`src/rtl/pets_pkg.sv`:
```
// ----------------------------------------------------------------------------
// pets_pkg: shared types and codes for the priority event task scheduler
// Operation and status codes, fixed field widths and the scan control group.
// ----------------------------------------------------------------------------
`default_nettype none

package pets_pkg;

  localparam int OP_W     = 2;
  localparam int ID_W     = 4;
  localparam int MASK_W   = 16;
  localparam int PRIO_W   = 8;
  localparam int STATUS_W = 2;

  localparam logic [OP_W-1:0] OP_ADD = 2'd0;
  localparam logic [OP_W-1:0] OP_SET = 2'd1;
  localparam logic [OP_W-1:0] OP_CLR = 2'd2;

  localparam logic [STATUS_W-1:0] ST_OK      = 2'd0;
  localparam logic [STATUS_W-1:0] ST_INVALID = 2'd1;
  localparam logic [STATUS_W-1:0] ST_FULL    = 2'd2;

  // Control from the sequencer to the scan unit
  typedef struct packed {
    logic clear;   // start a new scan
    logic sample;  // table read data is valid this cycle
  } scan_ctl_t;

endpackage

`default_nettype wire

```
`src/rtl/priority_event_task_scheduler.sv`:
```
// ----------------------------------------------------------------------------
// priority_event_task_scheduler: task table with event flags and ready scan
// Input channel (in_valid/in_stall) takes one operation: add task, set event
// flags or clear event flags. Output channel (out_valid/out_stall) returns one
// result per operation: status, assigned ID, and the ready task with the
// highest priority (ties to the lower ID) with its flags.
// Each operation passes through an execute step, a read-modify-write step for
// a valid set or clear, then a scan over every added task in the table. The
// scan reads one table entry per cycle through the single read port and feeds
// one shared priority comparator; the block takes a new operation only when
// the sequencer is idle, which it is again once the result is registered.
// A finished result sits in the output register; the next operation may be
// accepted meanwhile, but its scan does not finish until that result is taken.
// While out_stall is high the result and out_valid hold.
// Reset empties the table (task count zero) and drops any pending result;
// table contents need no clearing since only added tasks are ever used.
// ----------------------------------------------------------------------------
`default_nettype none

module priority_event_task_scheduler
  import pets_pkg::*;
#(
  parameter int MAX_TASKS  = 16,
  parameter int EVENT_BITS = 16
) (
  input  wire logic                clk,
  input  wire logic                rst,
  input  wire logic                in_valid,
  output logic                     in_stall,
  input  wire logic [OP_W-1:0]     operation,
  input  wire logic [ID_W-1:0]     target_task,
  input  wire logic [MASK_W-1:0]   event_mask,
  input  wire logic [PRIO_W-1:0]   new_priority,
  output logic                     out_valid,
  input  wire logic                out_stall,
  output logic      [STATUS_W-1:0] status,
  output logic      [ID_W-1:0]     assigned_id,
  output logic                     ready_found,
  output logic      [ID_W-1:0]     ready_task,
  output logic      [MASK_W-1:0]   ready_events
);

  localparam int ADDR_W = (MAX_TASKS > 1) ? $clog2(MAX_TASKS) : 1;
  localparam int CNT_W  = $clog2(MAX_TASKS + 1);
  localparam int CMP_W  = (CNT_W > ID_W) ? CNT_W : ID_W;

  localparam logic [1:0] S_IDLE = 2'd0;
  localparam logic [1:0] S_EXEC = 2'd1;
  localparam logic [1:0] S_RMW  = 2'd2;
  localparam logic [1:0] S_SCAN = 2'd3;

  logic [1:0]            state, state_next;
  logic [OP_W-1:0]       op_q;
  logic [ID_W-1:0]       tgt_q;
  logic [EVENT_BITS-1:0] mask_q;
  logic [PRIO_W-1:0]     pri_q;
  logic [STATUS_W-1:0]   status_q, status_next;
  logic [ID_W-1:0]       assigned_q, assigned_next;
  logic [CNT_W-1:0]      count, count_next;
  logic [CNT_W-1:0]      scan_idx, scan_idx_next;
  logic                  rd_vld, rd_vld_next;
  logic [ADDR_W-1:0]     rd_idx;

  logic                  accept;
  logic                  finish;
  logic                  prio_we, flag_we;
  logic [ADDR_W-1:0]     waddr, raddr;
  logic [EVENT_BITS-1:0] wflags;
  logic [PRIO_W-1:0]     rprio;
  logic [EVENT_BITS-1:0] rflags;
  scan_ctl_t             scan_ctl;
  logic                  found;
  logic [ADDR_W-1:0]     best_idx;
  logic [EVENT_BITS-1:0] best_flags;

  assign in_stall = (state != S_IDLE);
  assign accept   = in_valid && !in_stall;

  assign raddr = (state == S_EXEC) ? ADDR_W'(tgt_q) : ADDR_W'(scan_idx);

  always_comb begin
    state_next    = state;
    status_next   = status_q;
    assigned_next = assigned_q;
    count_next    = count;
    scan_idx_next = scan_idx;
    rd_vld_next   = 1'b0;
    prio_we       = 1'b0;
    flag_we       = 1'b0;
    waddr         = ADDR_W'(count);
    wflags        = '0;
    finish        = 1'b0;
    scan_ctl      = '0;
    scan_ctl.sample = rd_vld;

    unique case (state)
      S_IDLE: begin
        if (accept) begin
          state_next = S_EXEC;
        end
      end
      S_EXEC: begin
        status_next   = ST_OK;
        assigned_next = '0;
        scan_idx_next = '0;
        scan_ctl.clear = 1'b1;
        state_next    = S_SCAN;
        unique case (op_q) inside
          OP_ADD: begin
            if (count == CNT_W'(MAX_TASKS)) begin
              status_next = ST_FULL;
            end else begin
              prio_we       = 1'b1;
              flag_we       = 1'b1;
              assigned_next = ID_W'(count);
              count_next    = count + 1'b1;
            end
          end
          OP_SET, OP_CLR: begin
            if (CMP_W'(tgt_q) >= CMP_W'(count)) begin
              status_next = ST_INVALID;
            end else begin
              state_next = S_RMW;
            end
          end
          default: begin
          end
        endcase
      end
      S_RMW: begin
        flag_we    = 1'b1;
        waddr      = ADDR_W'(tgt_q);
        wflags     = (op_q == OP_SET) ? (rflags | mask_q) : (rflags & ~mask_q);
        state_next = S_SCAN;
      end
      S_SCAN: begin
        if (scan_idx < count) begin
          rd_vld_next   = 1'b1;
          scan_idx_next = scan_idx + 1'b1;
        end else if (!rd_vld && (!out_valid || !out_stall)) begin
          finish     = 1'b1;
          state_next = S_IDLE;
        end
      end
      default: begin
        state_next = S_IDLE;
      end
    endcase
  end

  always_ff @(posedge clk) begin
    if (rst) begin
      state     <= S_IDLE;
      count     <= '0;
      rd_vld    <= 1'b0;
      out_valid <= 1'b0;
    end else begin
      state  <= state_next;
      count  <= count_next;
      rd_vld <= rd_vld_next;
      if (finish) begin
        out_valid <= 1'b1;
      end else if (!out_stall) begin
        out_valid <= 1'b0;
      end
    end
  end

  always_ff @(posedge clk) begin
    if (accept) begin
      op_q   <= operation;
      tgt_q  <= target_task;
      mask_q <= EVENT_BITS'(event_mask);
      pri_q  <= new_priority;
    end
    status_q   <= status_next;
    assigned_q <= assigned_next;
    scan_idx   <= scan_idx_next;
    rd_idx     <= ADDR_W'(scan_idx);
    if (finish) begin
      status       <= status_q;
      assigned_id  <= assigned_q;
      ready_found  <= found;
      ready_task   <= found ? ID_W'(best_idx) : '0;
      ready_events <= found ? MASK_W'(best_flags) : '0;
    end
  end

  pets_tables #(
    .DEPTH      (MAX_TASKS),
    .EVENT_BITS (EVENT_BITS),
    .ADDR_W     (ADDR_W)
  ) u_tables (
    .clk     (clk),
    .prio_we (prio_we),
    .flag_we (flag_we),
    .waddr   (waddr),
    .wprio   (pri_q),
    .wflags  (wflags),
    .raddr   (raddr),
    .rprio   (rprio),
    .rflags  (rflags)
  );

  pets_scan #(
    .EVENT_BITS (EVENT_BITS),
    .ADDR_W     (ADDR_W)
  ) u_scan (
    .clk        (clk),
    .rst        (rst),
    .ctl        (scan_ctl),
    .idx        (rd_idx),
    .prio       (rprio),
    .flags      (rflags),
    .found      (found),
    .best_idx   (best_idx),
    .best_flags (best_flags)
  );

  a_count_bound: assert property (@(posedge clk) disable iff (rst)
    count <= CNT_W'(MAX_TASKS))
    else $error("task count above table depth");

  a_accept_exec: assert property (@(posedge clk) disable iff (rst)
    accept |=> (state == S_EXEC))
    else $error("accepted transfer did not start execution");

  a_result_from_scan: assert property (@(posedge clk) disable iff (rst)
    $rose(out_valid) |-> ($past(state) == S_SCAN))
    else $error("result produced outside scan completion");

  a_scan_in_range: assert property (@(posedge clk) disable iff (rst)
    rd_vld |-> (CNT_W'(rd_idx) < count))
    else $error("scan read beyond added tasks");

  a_no_write_in_scan: assert property (@(posedge clk) disable iff (rst)
    (state == S_SCAN) |-> (!prio_we && !flag_we))
    else $error("table written during scan");

endmodule

`default_nettype wire

```
`src/rtl/pets_tables.sv`:
```
// ----------------------------------------------------------------------------
// pets_tables: priority and event flag storage
// One write port per table sharing an address, one shared registered read port.
// ----------------------------------------------------------------------------
`default_nettype none

module pets_tables
  import pets_pkg::*;
#(
  parameter int DEPTH      = 16,
  parameter int EVENT_BITS = 16,
  parameter int ADDR_W     = 4
) (
  input  wire logic                  clk,
  input  wire logic                  prio_we,
  input  wire logic                  flag_we,
  input  wire logic [ADDR_W-1:0]     waddr,
  input  wire logic [PRIO_W-1:0]     wprio,
  input  wire logic [EVENT_BITS-1:0] wflags,
  input  wire logic [ADDR_W-1:0]     raddr,
  output logic      [PRIO_W-1:0]     rprio,
  output logic      [EVENT_BITS-1:0] rflags
);

  logic [PRIO_W-1:0]     prio_mem [DEPTH];
  logic [EVENT_BITS-1:0] flag_mem [DEPTH];

  always_ff @(posedge clk) begin
    if (prio_we) begin
      prio_mem[waddr] <= wprio;
    end
    if (flag_we) begin
      flag_mem[waddr] <= wflags;
    end
  end

  always_ff @(posedge clk) begin
    rprio  <= prio_mem[raddr];
    rflags <= flag_mem[raddr];
  end

endmodule

`default_nettype wire

```
`src/rtl/pets_scan.sv`:
```
// ----------------------------------------------------------------------------
// pets_scan: best-ready-task tracker
// Compares one table entry per cycle against the best ready entry seen so far.
// ----------------------------------------------------------------------------
`default_nettype none

module pets_scan
  import pets_pkg::*;
#(
  parameter int EVENT_BITS = 16,
  parameter int ADDR_W     = 4
) (
  input  wire logic                  clk,
  input  wire logic                  rst,
  input  wire scan_ctl_t             ctl,
  input  wire logic [ADDR_W-1:0]     idx,
  input  wire logic [PRIO_W-1:0]     prio,
  input  wire logic [EVENT_BITS-1:0] flags,
  output logic                       found,
  output logic      [ADDR_W-1:0]     best_idx,
  output logic      [EVENT_BITS-1:0] best_flags
);

  logic [PRIO_W-1:0] best_prio;
  logic              take;

  // Strictly greater keeps the lower ID on a tie
  assign take = ctl.sample && (flags != '0) && (!found || (prio > best_prio));

  always_ff @(posedge clk) begin
    if (rst || ctl.clear) begin
      found <= 1'b0;
    end else if (take) begin
      found <= 1'b1;
    end
  end

  always_ff @(posedge clk) begin
    if (take) begin
      best_idx   <= idx;
      best_prio  <= prio;
      best_flags <= flags;
    end
  end

endmodule

`default_nettype wire
```
`config.mk`:
```
export PLATFORM = sky130hd
export DESIGN_NAME = priority_event_task_scheduler
export DESIGN_NICKNAME = d
export VERILOG_FILES = /design/src/rtl/pets_pkg.sv /design/src/rtl/priority_event_task_scheduler.sv /design/src/rtl/pets_tables.sv /design/src/rtl/pets_scan.sv
export SDC_FILE = /design/constraint.sdc
export NUM_CORES = 1
export LEC_CHECK = 0
export ABC_AREA = 0
export BUFFER_PORTS_ARGS = -buffer_cell sky130_fd_sc_hd__buf_4
export CAP_MARGIN = 20
export CORE_ASPECT_RATIO = 1.25
export CORE_MARGIN = 3
export CORE_UTILIZATION = 50
export CTS_CLUSTER_DIAMETER = 40
export DETAILED_ROUTE_END_ITERATION = 10
export PLACE_DENSITY = 0.62
export SETUP_SLACK_MARGIN = 0.5
export SLEW_MARGIN = 15
export SYNTH_ARGS = -nofsm -noshare
export SYNTH_HDL_FRONTEND = slang
export SYNTH_SLANG_ARGS = --single-unit
```
`constraint.sdc`:
```
create_clock -name clk -period 13.85 [get_ports clk]
set_input_delay 0 -clock clk [delete_from_list [all_inputs] [get_ports clk]]
set_output_delay 0 -clock clk [all_outputs]
set_load 0.02 [all_outputs]
```
# Yosys cells after proc, flatten, opt, wreduce, memory -nomap -nowiden
# Memory sizes are Yosys's and may differ from the RTL's. A register that Yosys moved wholly into a read port is not among the register bits.
# Index checks and enable logic that the tools add are counted.
classes:
  addsub: 2
  magnitude_cmp: 3
  eq_ne: 11
  muxes: 30
  bitwise: 6
  reduce_logical: 23
ops:
  columns: ["cell", "n"]
  rows:
  - ["$mux 16", 2]
  - ["$mux 1", 17]
  - ["$and 16x16->16", 1]
  - ["$not 16->16", 1]
  - ["$or 16x16->16", 1]
  - ["$reduce_bool 16->1", 1]
  - ["$add 5x1->5 const B", 2]
  - ["$pmux 5 s2", 1]
  - ["$gt 8x8->1", 1]
  - ["$mux 2", 4]
  - ["$mux 4", 2]
  - ["$ne 2x2->1 const B", 4]
  - ["$pmux 2 s4", 1]
  - ["$eq 2x2->1 const B", 3]
  - ["$reduce_and 3->1", 2]
  - ["$reduce_or 2->1", 3]
  - ["$eq 5x5->1 const B", 1]
  - ["$ge 4x5->1", 1]
  - ["$logic_not 1->1", 5]
  - ["$lt 5x5->1", 1]
  - ["$mux 5", 1]
  - ["$eq 2x1->1 const B", 2]
  - ["$logic_and 1x1->1", 4]
  - ["$logic_not 2->1", 2]
  - ["7 further kinds", 12]
word_totals:
  reg_bits: 110
  ram_bits: 384
  input_bits: 34
  out_inout_bits: 29
  elab_cells: 98
  memories: 2
memory_table:
  columns: ["name", "words", "width", "read_ports", "rd_clocked_by_memory_dff", "wr", "line", "source"]
  rows:
  - ["u_tables.flag_mem", 16, 16, 1, 1, 1, "pets_tables.sv:26", "logic [EVENT_BITS-1:0] flag_mem [DEPTH];"]
  - ["u_tables.prio_mem", 16, 8, 1, 1, 1, "pets_tables.sv:25", "logic [PRIO_W-1:0] prio_mem [DEPTH];"]

# Depth between registers and ports, before layout
# Gate-level depths: netlist of run 1.
depth:
  ltp_word: 7
  ltp_mapped: 9
  depth_no_buf: 7

# Cells and area by module
# Synthesis of run 1 repeated with hierarchy kept, for this count alone.
hier_totals:
  hier_cells: 979
  hier_area_um2: 19707.7
modules_own_cells:
  columns: ["mod", "n_inst", "cells_per_inst", "area_per_inst_um2"]
  rows:
  - ["pets_tables", 1, 661, 15031.9]
  - ["priority_event_task_scheduler", 1, 252, 3557.2]
  - ["pets_scan", 1, 66, 1118.6]

# Worst setup path before layout of run 1
# No wires, ideal clock.
synth_timing:
  path_kind: "reg2reg"
  start: "register count[2]"
  end: "register assigned_id[0] (enable)"
  arrival_ns: 5.488
  t_required_ns: 13.292
  setup_slack_ns: 7.804
  stages_incl_launch_ff: 7
  cell_sequence: "dfxtp_1 > inv_1 > ha_1 > nand2_1 > o21ai_0 > a31oi_1 > a2111oi_0"
synth_via:
  elab_chain_len: 3
synth_lines:
  columns: ["element", "line", "source"]
  rows:
  - ["start, declared", "priority_event_task_scheduler.sv:59", "logic [CNT_W-1:0] count, count_next;"]
  - ["start signal, assigned", "priority_event_task_scheduler.sv:159", "count <= count_next;"]
  - ["$lt 5x5->1", "priority_event_task_scheduler.sv:137", "if (scan_idx < count) begin"]
  - ["$mux 1", "priority_event_task_scheduler.sv:137", null]
  - ["$mux 1", "priority_event_task_scheduler.sv:96", "unique case (state)"]
  - ["net finish", "priority_event_task_scheduler.sv:65", "logic finish;"]
  - ["end signal, assigned", "priority_event_task_scheduler.sv:182", "assigned_id <= assigned_q;"]
  - ["end, declared", "priority_event_task_scheduler.sv:37", "output logic [ID_W-1:0] assigned_id,"]
# The timed path passes the listed nets, and every way through them passes these cells.
# A chain may end at the register's enable or synchronous reset.

# Worst setup path in the final report of run 1
layout_timing:
  start: "register state[1]"
  end: "register u_tables.rflags[1], read port of u_tables.flag_mem"
layout_via:
  elab_chain_len: 2
layout_lines:
  columns: ["element", "line", "source"]
  rows:
  - ["start, declared", "priority_event_task_scheduler.sv:52", "logic [1:0] state, state_next;"]
  - ["start signal, assigned", "priority_event_task_scheduler.sv:158", "state <= state_next;"]
  - ["$eq 2x1->1", "priority_event_task_scheduler.sv:79", "assign raddr = (state == S_EXEC) ? ADDR_W'(tgt_q) : ADDR_W'(scan_idx);"]
  - ["$mux 4", "priority_event_task_scheduler.sv:79", null]
  - ["end, declared", "pets_tables.sv:22", "output logic [EVENT_BITS-1:0] rflags"]
# No other way between the ends.

==> flow_summary.ini, run 1 <==
[floorplan]
num_rows = 80
num_io_pins = 63
die_area_sq_mm = 0.0417
die_w_microns = 183
core_area_sq_mm = 0.0384
initial_core_util = 0.511
die_y_microns = 228

[timing]
slew_violations = 0
rsz0062_at_grt = no
setup_viol = 0
max_slew.worst_pin.slew_ns = 1.07
finalCritPeriodShare = 0.273
max_freq_mhz = 264
slew_headroom = 0.282
timing.setup.tns_ns = 0
fin_worst_skew_ns = 0.0207
finalCriticalPeriod_ns = 3.79
hold_viol = 0

[grt]
grt_pass1_wl_mm = 62.1
grt_pass1_vias = 9972
antenna_found_initial = 0
overflow = 0
grt_util_all_layers = 0.204
grt_max_degree = 97

[clocking]
clockRootBuffer = clkbuf_16
cts_resized = 0
clk_path_buf_depth = 3
cts_sinks = 518
ctsHtreeMaxLevel = 2
cts_inserted_buffers = 58
cts_setup_buffers = 0
cts_tree = done
insertion_delay_ns = 0.61
clk_pin_slew_worst_paths_ns = 0.06

[routing]
vias = 9605
firstDrtPassIters = 4
via_per_inst = 5.76
drtIter0Drc = 768
wl_mm = 41.8
drt-wirelength-per-cell_microns = 25.1
detail-route-antenna-nets = 0
drc = 0

[cells_and_area]
final_area_sq_mm = 0.0232
drive_gt1_frac = 0.271
syn2layout_area_growth_pct = 18.0
diodes = 0
nNetsFinal = 1186

[setup_path]
worst-setup-path-type = flop to flop
slowest_stage = mux2i_4
cp.required_ns = 14.33
arrival_ns = 4.27
slowest_delay_ns = 0.89
startpoint_type = flop
cp_cell_sequence = inv_1 > ha_1 > mux2i_4 > buf_4 > buf_16 > mux4_2 > a22oi_1 > nand2_1
worstPathMaxFanout = 42
end_kind = flop
rrSetupSlack_ns = 10.06

[outcome]
status = completed

[yosys]
yosys_warnings = 0
netlist_top_cells_area = edfxtp_1, mux4_2, dfxtp_1
yosys.area.top_type_share = 0.734
avgSynthCellArea_sq_um = 20.1
ys_ff_latch = 518
synth_most_common_cell = edfxtp_1
synthArstFlopShare = 0
synth.top_cells.by_count = edfxtp_1, mux4_2, a22oi_1, dfxtp_1
syn_inst = 977
synth_edf_count = 480
synthDistinctLibCells = 45
syn-num-nets = 1038
yosys.area.top_type = edfxtp_1
ys.flop_type = edfxtp_1
syn_area_sq_mm = 0.0196
seq_area_frac_synth = 0.773

[pwr]
power_leakage_nw = 7.77
irDropWorstVdd_mv = 0.174
p_per_area_mw_per_mm2 = 195

[place]
gp_congestion = 0.769
portBuffers = 62
hpwlAfterDp_mm = 24.1
place_area_sq_mm = 0.0209

[run]
cap_violations = 0

[hold_path]
min_path_type = input pin to flop
## report_power, final
group          switching, mW  internal [mW]  total (mW)  leakage, nW
Clock                  0.627          0.863        1.49        0.916
Sequential             0.114           1.89        2.01         4.71
Combinational          0.564          0.465        1.03         2.14
Total                   1.31           3.22        4.53         7.77
## what timing repair did
item | in CTS | in global routing
endpoints found under the setup margin | 0 | 0
endpoints found under the hold margin | 67 | 0
hold buffers | 33 | 0
## worst max-delay path: cells and delay by family (launching register included)
| family | cells | cell delay [ns] |
|---|---|---|
| fa+ha+maj | 1 | 0.74 |
| compound gates | 1 | 0.20 |
| mux | 2 | 1.23 |
| flops | 1 | 0.33 |
| buf+inv | 3 | 1.04 |
| simple gates | 1 | 0.07 |
## cell families after synthesis
kind of cell	Yosys count	share of synthesized area
simple gates	159	0.0412
compound gates	84	0.0301
fa+ha+maj	27	0.0172
mux	118	0.122
xor+xnor	7	0.00312
buf+inv	64	0.0140
flops	518	0.773
## final cells by class
cell class                      instances  area [sq um]
Clock buffer                           75          1560
Clock inverter                         35           339
Fill cell                            2773         15300
Inverter                               26          97.6
Multi-Input combinational cell        395          4320
Sequential cell                       518         15200
Tap cell                              492           616
Timing Repair Buffer                  126          1060
## state kept, by name, indices dropped and copies added, names as in the netlist, 5 cells and up
| signal | flops |
|---|---|
| count | 5 |
| mask_q | 16 |
| pri_q | 8 |
| ready_events | 16 |
| scan_idx | 5 |
| u_scan.best_flags | 16 |
| u_scan.best_prio | 8 |
| u_tables.flag_mem | 256 |
| u_tables.prio_mem | 128 |
| u_tables.rflags | 16 |
| u_tables.rprio | 8 |
## routing by layer
| metal | wire length, microns | track usage | vias up |
|---|---|---|---|
| li1 | - | - | 4271 |
| met1 | 17300 | 0.271 | 4997 |
| met5 | 0 | 0 | - |
| met2 | 21100 | 0.341 | 258 |
| met3 | 1850 | 0.0305 | 79 |
| met4 | 1560 | 0.0875 | 0 |
## path summary, 6_finish.rpt
path	start	endpoint	cells past startpoint
min	event_mask[14]	mask_q[14]$_DFFE_PP_	2
min reg2reg	rd_idx[1]$_DFF_P_	u_scan.best_idx[1]$_DFFE_PP_	0
max	state[1]$_SDFFE_PP0P_	u_tables.rflags[1]$_DFF_P_	8
max reg2reg	state[1]$_SDFFE_PP0P_	u_tables.rflags[1]$_DFF_P_	8
## stage by stage
stage	setup slack [ns]	instances	util	hold WS, ns	power, mW
4_1_cts	10.0	1665	0.602	0.0732	4.57
3_3_place_gp	9.86	1521	0.544	0.178	3.06
3_5_place_dp	10.0	1522	0.544	0.179	3.08
6_report	10.06	1667	0.603	0.104	4.53
2_1_floorplan	7.80	977	-	0.0989	2.74
5_1_grt	9.80	1667	0.603	0.0905	4.72
## layout by cell type (no fill, tap or decap), types with 5 or more instances in the layout
master / n
nor3_1: 15
mux4_2: 96
ha_1: 27
edfxtp_1: 480
nor2b_1: 18
a31oi_1: 8
nand3_1: 5
a21oi_1: 9
inv_1: 26
nor3_2: 6
buf_4: 90
nor2_1: 13
and2_1: 23
nor2_2: 17
a22oi_1: 48
nand2_1: 33
xnor2_1: 5
dfxtp_1: 38
dlygate4sd3_1: 33
inv_6: 9
nand4_1: 5
mux2i_1: 18
or2_2: 5
clkinv_1: 6
clkinv_2: 5
clkbuf_1: 13
clkbuf_16: 58
Note: power is estimated with default switching activity, not from simulation.
==> run 2: changes to the inputs <==
Settings changed: ABC_AREA 0 to 1, PLACE_DENSITY 0.62 to 0.65.
Clock period 13.85 ns to 3.2 ns, I/O delays scaled along.
==> run 2 against run 1 <==
Design area rose by 3.6%. Largest power group unchanged. Fmax increased by 45%. Flip-flop and latch count is the same.
==> flow_summary.ini, run 2 <==
[outcome]
status = completed

[cells_and_area]
diodes = 0
final_area_sq_mm = 0.0240
mostFrequentLayoutCell = edfxtp_1
drive_gt1_frac = 0.141
syn2layout_area_growth_pct = 16.4
fillers = 3191
final_cell_mix = edfxtp_1, a21oi_1, inv_1, o21ai_0, buf_4
regMostFlops = u_tables.flag_mem
largest_register_ffs = 256
top_regs = u_tables.flag_mem x256, u_tables.prio_mem x128
nNetsFinal = 1765

[routing]
via_per_inst = 5.61
drc = 0
drtIter0Drc = 1198
vias = 12873
detail-route-antenna-nets = 0
firstDrtPassIters = 5
drt-wirelength-per-cell_microns = 20.4
wl_mm = 46.8

[timing]
holdWs_ns = 0.125
fin_worst_skew_ns = 0.0291
slew_violations = 0
slew_headroom = 0.258
hold_viol = 0
rsz0062_at_grt = yes
max_slew.worst_pin.slew_ns = 1.11
finalCriticalPeriod_ns = 2.61
finalCritPeriodShare = 0.815
max_freq_mhz = 383
setup_viol = 0
timing.setup.tns_ns = 0

[yosys]
synth.top_cells.by_count = edfxtp_1, a21oi_1, inv_1, o21ai_0, nand2_1
synth_most_common_cell = edfxtp_1
syn_inst = 1582
ys.flop_type = edfxtp_1
yosys.area.top_type = edfxtp_1
synthDistinctLibCells = 29
netlist_top_cells_area = edfxtp_1, a21oi_1, dfxtp_1
syn_area_sq_mm = 0.0206
yosys_warnings = 0
avgSynthCellArea_sq_um = 13.0
synth_edf_count = 480
ys_ff_latch = 518
yosys.area.top_type_share = 0.699
syn-num-nets = 1643
synthArstFlopShare = 0
seq_area_frac_synth = 0.736

[setup_path]
critPathMostFrequentCell = inv_1
end_kind = flop
worstPathMaxFanout = 16
slowest_stage = dfxtp_1
slowest_delay_ns = 0.36
startpoint_type = flop
cp_cell_sequence = inv_1 > ha_2 > inv_1 > or2_2 > o21ai_0 > inv_1 > nor2_1 > nand2_1 > nor2_2 > buf_4
worst-setup-path-type = flop to flop
arrival_ns = 2.86
cp.required_ns = 3.46

[clocking]
cts_sinks = 518
clockRootBuffer = clkbuf_16
insertion_delay_ns = 0.59
ctsHtreeMaxLevel = 2
cts_tree = done
clk_pin_slew_worst_paths_ns = 0.06
cts_inserted_buffers = 52
clk_path_buf_depth = 3

[hold_path]
min_path_type = input pin to flop

[grt]
overflow = 0
grt_use_met2 = 0.363
top_usage_layer = met2
use_met1 = 0.281
grt_max_degree = 97
grt_pass1_wl_mm = 72.0
use_met3 = 0.0359
grt_pass1_vias = 12561
antenna_found_initial = 0
grt_util_all_layers = 0.213

[place]
hpwlAfterDp_mm = 27.8
place_area_sq_mm = 0.0220
gp_congestion = 0.875
portBuffers = 62

[floorplan]
num_io_pins = 63
die_area_sq_mm = 0.0437
die_y_microns = 233
core_area_sq_mm = 0.0404
die_w_microns = 188
num_rows = 82
initial_core_util = 0.510

[pwr]
power_leakage_nw = 8.57
power_mw = 21.3
irDropWorstVdd_mv = 0.654
p_per_area_mw_per_mm2 = 889

[run]
cap_violations = 0
-- run 2: cell families after synthesis --
kind of cell / count (synthesis) / share of synthesized area
xor gates and xnor gates: 2 / 0.000850
DFF: 518 / 0.736
buffers and inverters: 259 / 0.0542
and+or+nand+nor: 231 / 0.0481
AOI/OAI and AO/OA: 545 / 0.145
adders and majority gates: 27 / 0.0164
-- run 2: final timing paths --
path / start / slack, ns / cells after the start / to
max: state[0]$_SDFFE_PP0P_ / 0.59 / 10 / u_tables.flag_mem[9][7]$_DFFE_PP_
min: new_priority[1] / 0.13 / 2 / pri_q[1]$_DFFE_PP_
max reg2reg: state[0]$_SDFFE_PP0P_ / 0.59 / 10 / u_tables.flag_mem[9][7]$_DFFE_PP_
min reg2reg: rd_idx[2]$_DFF_P_ / 0.40 / 0 / u_scan.best_idx[2]$_DFFE_PP_
-- run 2: area by class of cell --
| type | count | area, sq um | area share |
|---|---|---|---|
| tap | 546 | 683 | 0.0285 |
| clock buffer | 63 | 1420 | 0.0590 |
| sequential | 518 | 15200 | 0.632 |
| multi-input combinational | 806 | 4430 | 0.184 |
| timing repair buffer | 162 | 1410 | 0.0587 |
| inverter | 164 | 618 | 0.0257 |
| clock inverter | 35 | 277 | 0.0115 |
-- run 2: per-stage QoR --
step	std cells	util	worst slack, ns
2_1_floorplan	1582	-	0.565
3_3_place_gp	2161	0.543	0.645
3_5_place_dp	2162	0.543	0.540
4_1_cts	2293	0.593	0.549
5_1_grt	2294	0.594	0.475
6_report	2294	0.594	0.592
-- run 2: repair_timing --
action / CTS / global route
hold buffers: 33 / 0
endpoints found under the hold margin: 40 / 0
buffers inserted: 0 / 0
endpoints found under the setup margin: 0 / 288
gates resized for setup: 0 / 6
-- run 2: worst max-delay path: cells and delay by family, from the launching register on --
family | cells | cell delay (ns)
compound gates | 1 | 0.20
simple gates | 4 | 0.85
buf+inv | 4 | 0.61
fa+ha+maj | 1 | 0.25
flops | 1 | 0.36
-- run 2: report_power, final --
part           leakage, nW  switching, mW  internal, mW
registers             4.71          0.421          8.28
clock network        0.814           2.56          3.35
logic                 3.05           4.66          2.08
total                 8.57           7.64          13.7
-- run 2: routing by layer --
metal | wire, microns | up-vias
met5 | 0 | -
li1 | - | 6057
met1 | 19200 | 6267
met4 | 1310 | 0
met2 | 23200 | 462
met3 | 3110 | 87
==> run 3: changes to the inputs <==
Clock period 3.2 ns to 2.2 ns, I/O delays scaled along.
==> run 3 against run 2 <==
Die area stayed put. Critical path depth up 1. Cell count grew 5.4%. Setup slack worse by 0.44 ns. Clock power rose by 53%. Clock skew down 0.016 ns. Largest cell class unchanged.
==> flow_summary.ini, run 3 (synthesis results as in run 2) <==
[outcome]
status = completed

[timing]
hold_viol = 0
slew_violations = 0
rsz0062_at_grt = yes
worst_slack_ns = 0.155
max_slew.worst_pin.slew_ns = 0.747
finalCritPeriodShare = 0.929
max_freq_mhz = 489
setup_viol = 0
slew_headroom = 0.502
finalCriticalPeriod_ns = 2.04
fin_worst_skew_ns = 0.0129
holdWs_ns = 0.128

[pwr]
irDropWorstVdd_mv = 0.740
p_sw_frac = 0.360
p_per_area_mw_per_mm2 = 1360
p_seq_frac = 0.346
p_int_mw = 23.5
p_clk_frac = 0.246
power_mw = 36.7
p_switching_mw = 13.2
power_leakage_nw = 9.75
power.share.combinational = 0.408

[grt]
grt_pass1_wl_mm = 75.5
overflow = 0
grt_pass1_vias = 13089
antenna_found_initial = 1
grt_util_all_layers = 0.222
grt_max_degree = 50

[place]
dp_cells = 2195
gp_congestion = 0.834
portBuffers = 62
pre_cts_ws_ns = -0.100
hpwlAfterDp_mm = 29.5

[routing]
drt-wirelength-per-cell_microns = 22.0
via_per_inst = 5.69
vias = 13761
firstDrtPassIters = 7
detail-route-antenna-nets = 0
drc = 0
drtIter0Drc = 1311
wl_mm = 53.1

[setup_path]
worstPathMaxFanout = 17
rrSetupSlack_ns = 0.16
cp.required_ns = 2.67
timing.rr.start = state[1]$_SDFFE_PP0P_
r2r-end = u_tables.rflags[3]$_DFF_P_
arrival_ns = 2.52
reg2reg_depth = 11
startpoint_type = flop
end_kind = flop
worst-setup-path-type = flop to flop

[cells_and_area]
mostFrequentLayoutCell = edfxtp_1
drive_gt1_frac = 0.280
top_regs = u_tables.flag_mem x256, u_tables.prio_mem x128
utilization = 0.671
multi_input_area_sq_mm = 0.00536
seq_area_sq_mm = 0.0152
fillers = 2731
final_cell_mix = edfxtp_1, a21oi_1, buf_4, inv_1, o21ai_0
syn2layout_area_growth_pct = 31.5
nNetsFinal = 1890
regMostFlops = u_tables.flag_mem
largest_register_ffs = 256
final_cells = 2418
diodes = 0

[floorplan]
die_w_microns = 188
die_area_sq_mm = 0.0437
num_io_pins = 63
die_y_microns = 233
num_rows = 82
core_area_sq_mm = 0.0404
initial_core_util = 0.510

[clocking]
cts_tree = done
ctsHtreeMaxLevel = 2
clockRootBuffer = clkbuf_16
insertion_delay_ns = 0.59
clk_path_buf_depth = 3
clk_pin_slew_worst_paths_ns = 0.06
cts_inserted_buffers = 52
cts_sinks = 518

[hold_path]
hold_depth = 2
min_path_type = input pin to flop
hold_path_startpoint = event_mask[11]
hold_path_end = mask_q[11]$_DFFE_PP_

[run]
cap_violations = 0
## run 3: changes by cell type in the layout (fill, tap and decap cells not counted), sizes merged
cell and change:
a21oi +1, buf +109, bufbuf +1, bufinv +4
clkbuf +17, clkinv -6, clkinvlp -3, nand2 +1
## run 3: final cells by class
class,instances,area share
Clock buffer,67,0.0523
Clock inverter,30,0.0131
Inverter,164,0.0240
Multi-Input combinational cell,808,0.198
Sequential cell,518,0.560
Tap cell,546,0.0252
Timing Repair Buffer,285,0.128
## run 3: critical path, cell delays in order (launching register included)
cell and delay (ns):
dfxtp_4 0.37, inv_4 0.06, ha_4 0.23, inv_6 0.07, nand2_8 0.09, nand2_8 0.11, buf_12 0.16, buf_16 0.15
o21ai_1 0.20, o211ai_1 0.17, nand3_1 0.20, nand2_1 0.10
## run 3: how the worst max path moves through the flow
stage | start | cells past startpoint | to
after global placement | u_scan.best_prio[1]$_DFFE_PP_ | 8 | u_scan.best_flags[10]$_DFFE_PP_
after floorplan | u_scan.best_prio[1]$_DFFE_PP_ | 8 | u_scan.best_flags[0]$_DFFE_PP_
after detailed placement | u_scan.best_prio[5]$_DFFE_PP_ | 8 | u_scan.best_flags[7]$_DFFE_PP_
after CTS | state[0]$_SDFFE_PP0P_ | 11 | u_tables.flag_mem[1][3]$_DFFE_PP_
after global routing | state[1]$_SDFFE_PP0P_ | 11 | u_tables.rflags[3]$_DFF_P_
final | state[1]$_SDFFE_PP0P_ | 11 | u_tables.rflags[3]$_DFF_P_
## run 3: power by group through the flow
stage	Clock [mW]	Combinational [mW]	Sequential, mW
after floorplan	0	7.25	12.7
after global placement	0	10.7	12.8
after detailed placement	0	10.9	12.8
after CTS	9.18	12.8	12.7
after global routing	9.55	16.0	12.8
final	9.05	15.0	12.7
## run 3: metal layers
| layer | vias up | part of all wire | global-route usage |
|---|---|---|---|
| li1 | 6321 | - | - |
| met1 | 6758 | 0.40 | 0.304 |
| met2 | 567 | 0.50 | 0.371 |
| met3 | 115 | 0.061 | 0.0312 |
| met4 | 0 | 0.033 | 0.0741 |
| met5 | - | 0 | 0 |
## run 3: what timing repair did
item,4_1_cts,5_1_grt
hold endpoints to repair,40,0
buffers inserted,35,30
endpoints found under the setup margin,471,619
gates cloned,9,19
hold buffers,33,0
pin swaps,39,58
resized for setup,83,131
## run 3: through the flow
step | TNS [ns] | area [sq um]
after floorplan | 0 | 21200
after global placement | -14.52 | 23000
after detailed placement | -2.67 | 23000
after CTS | 0 | 26000
after global routing | 0 | 27100
final | 0 | 27100
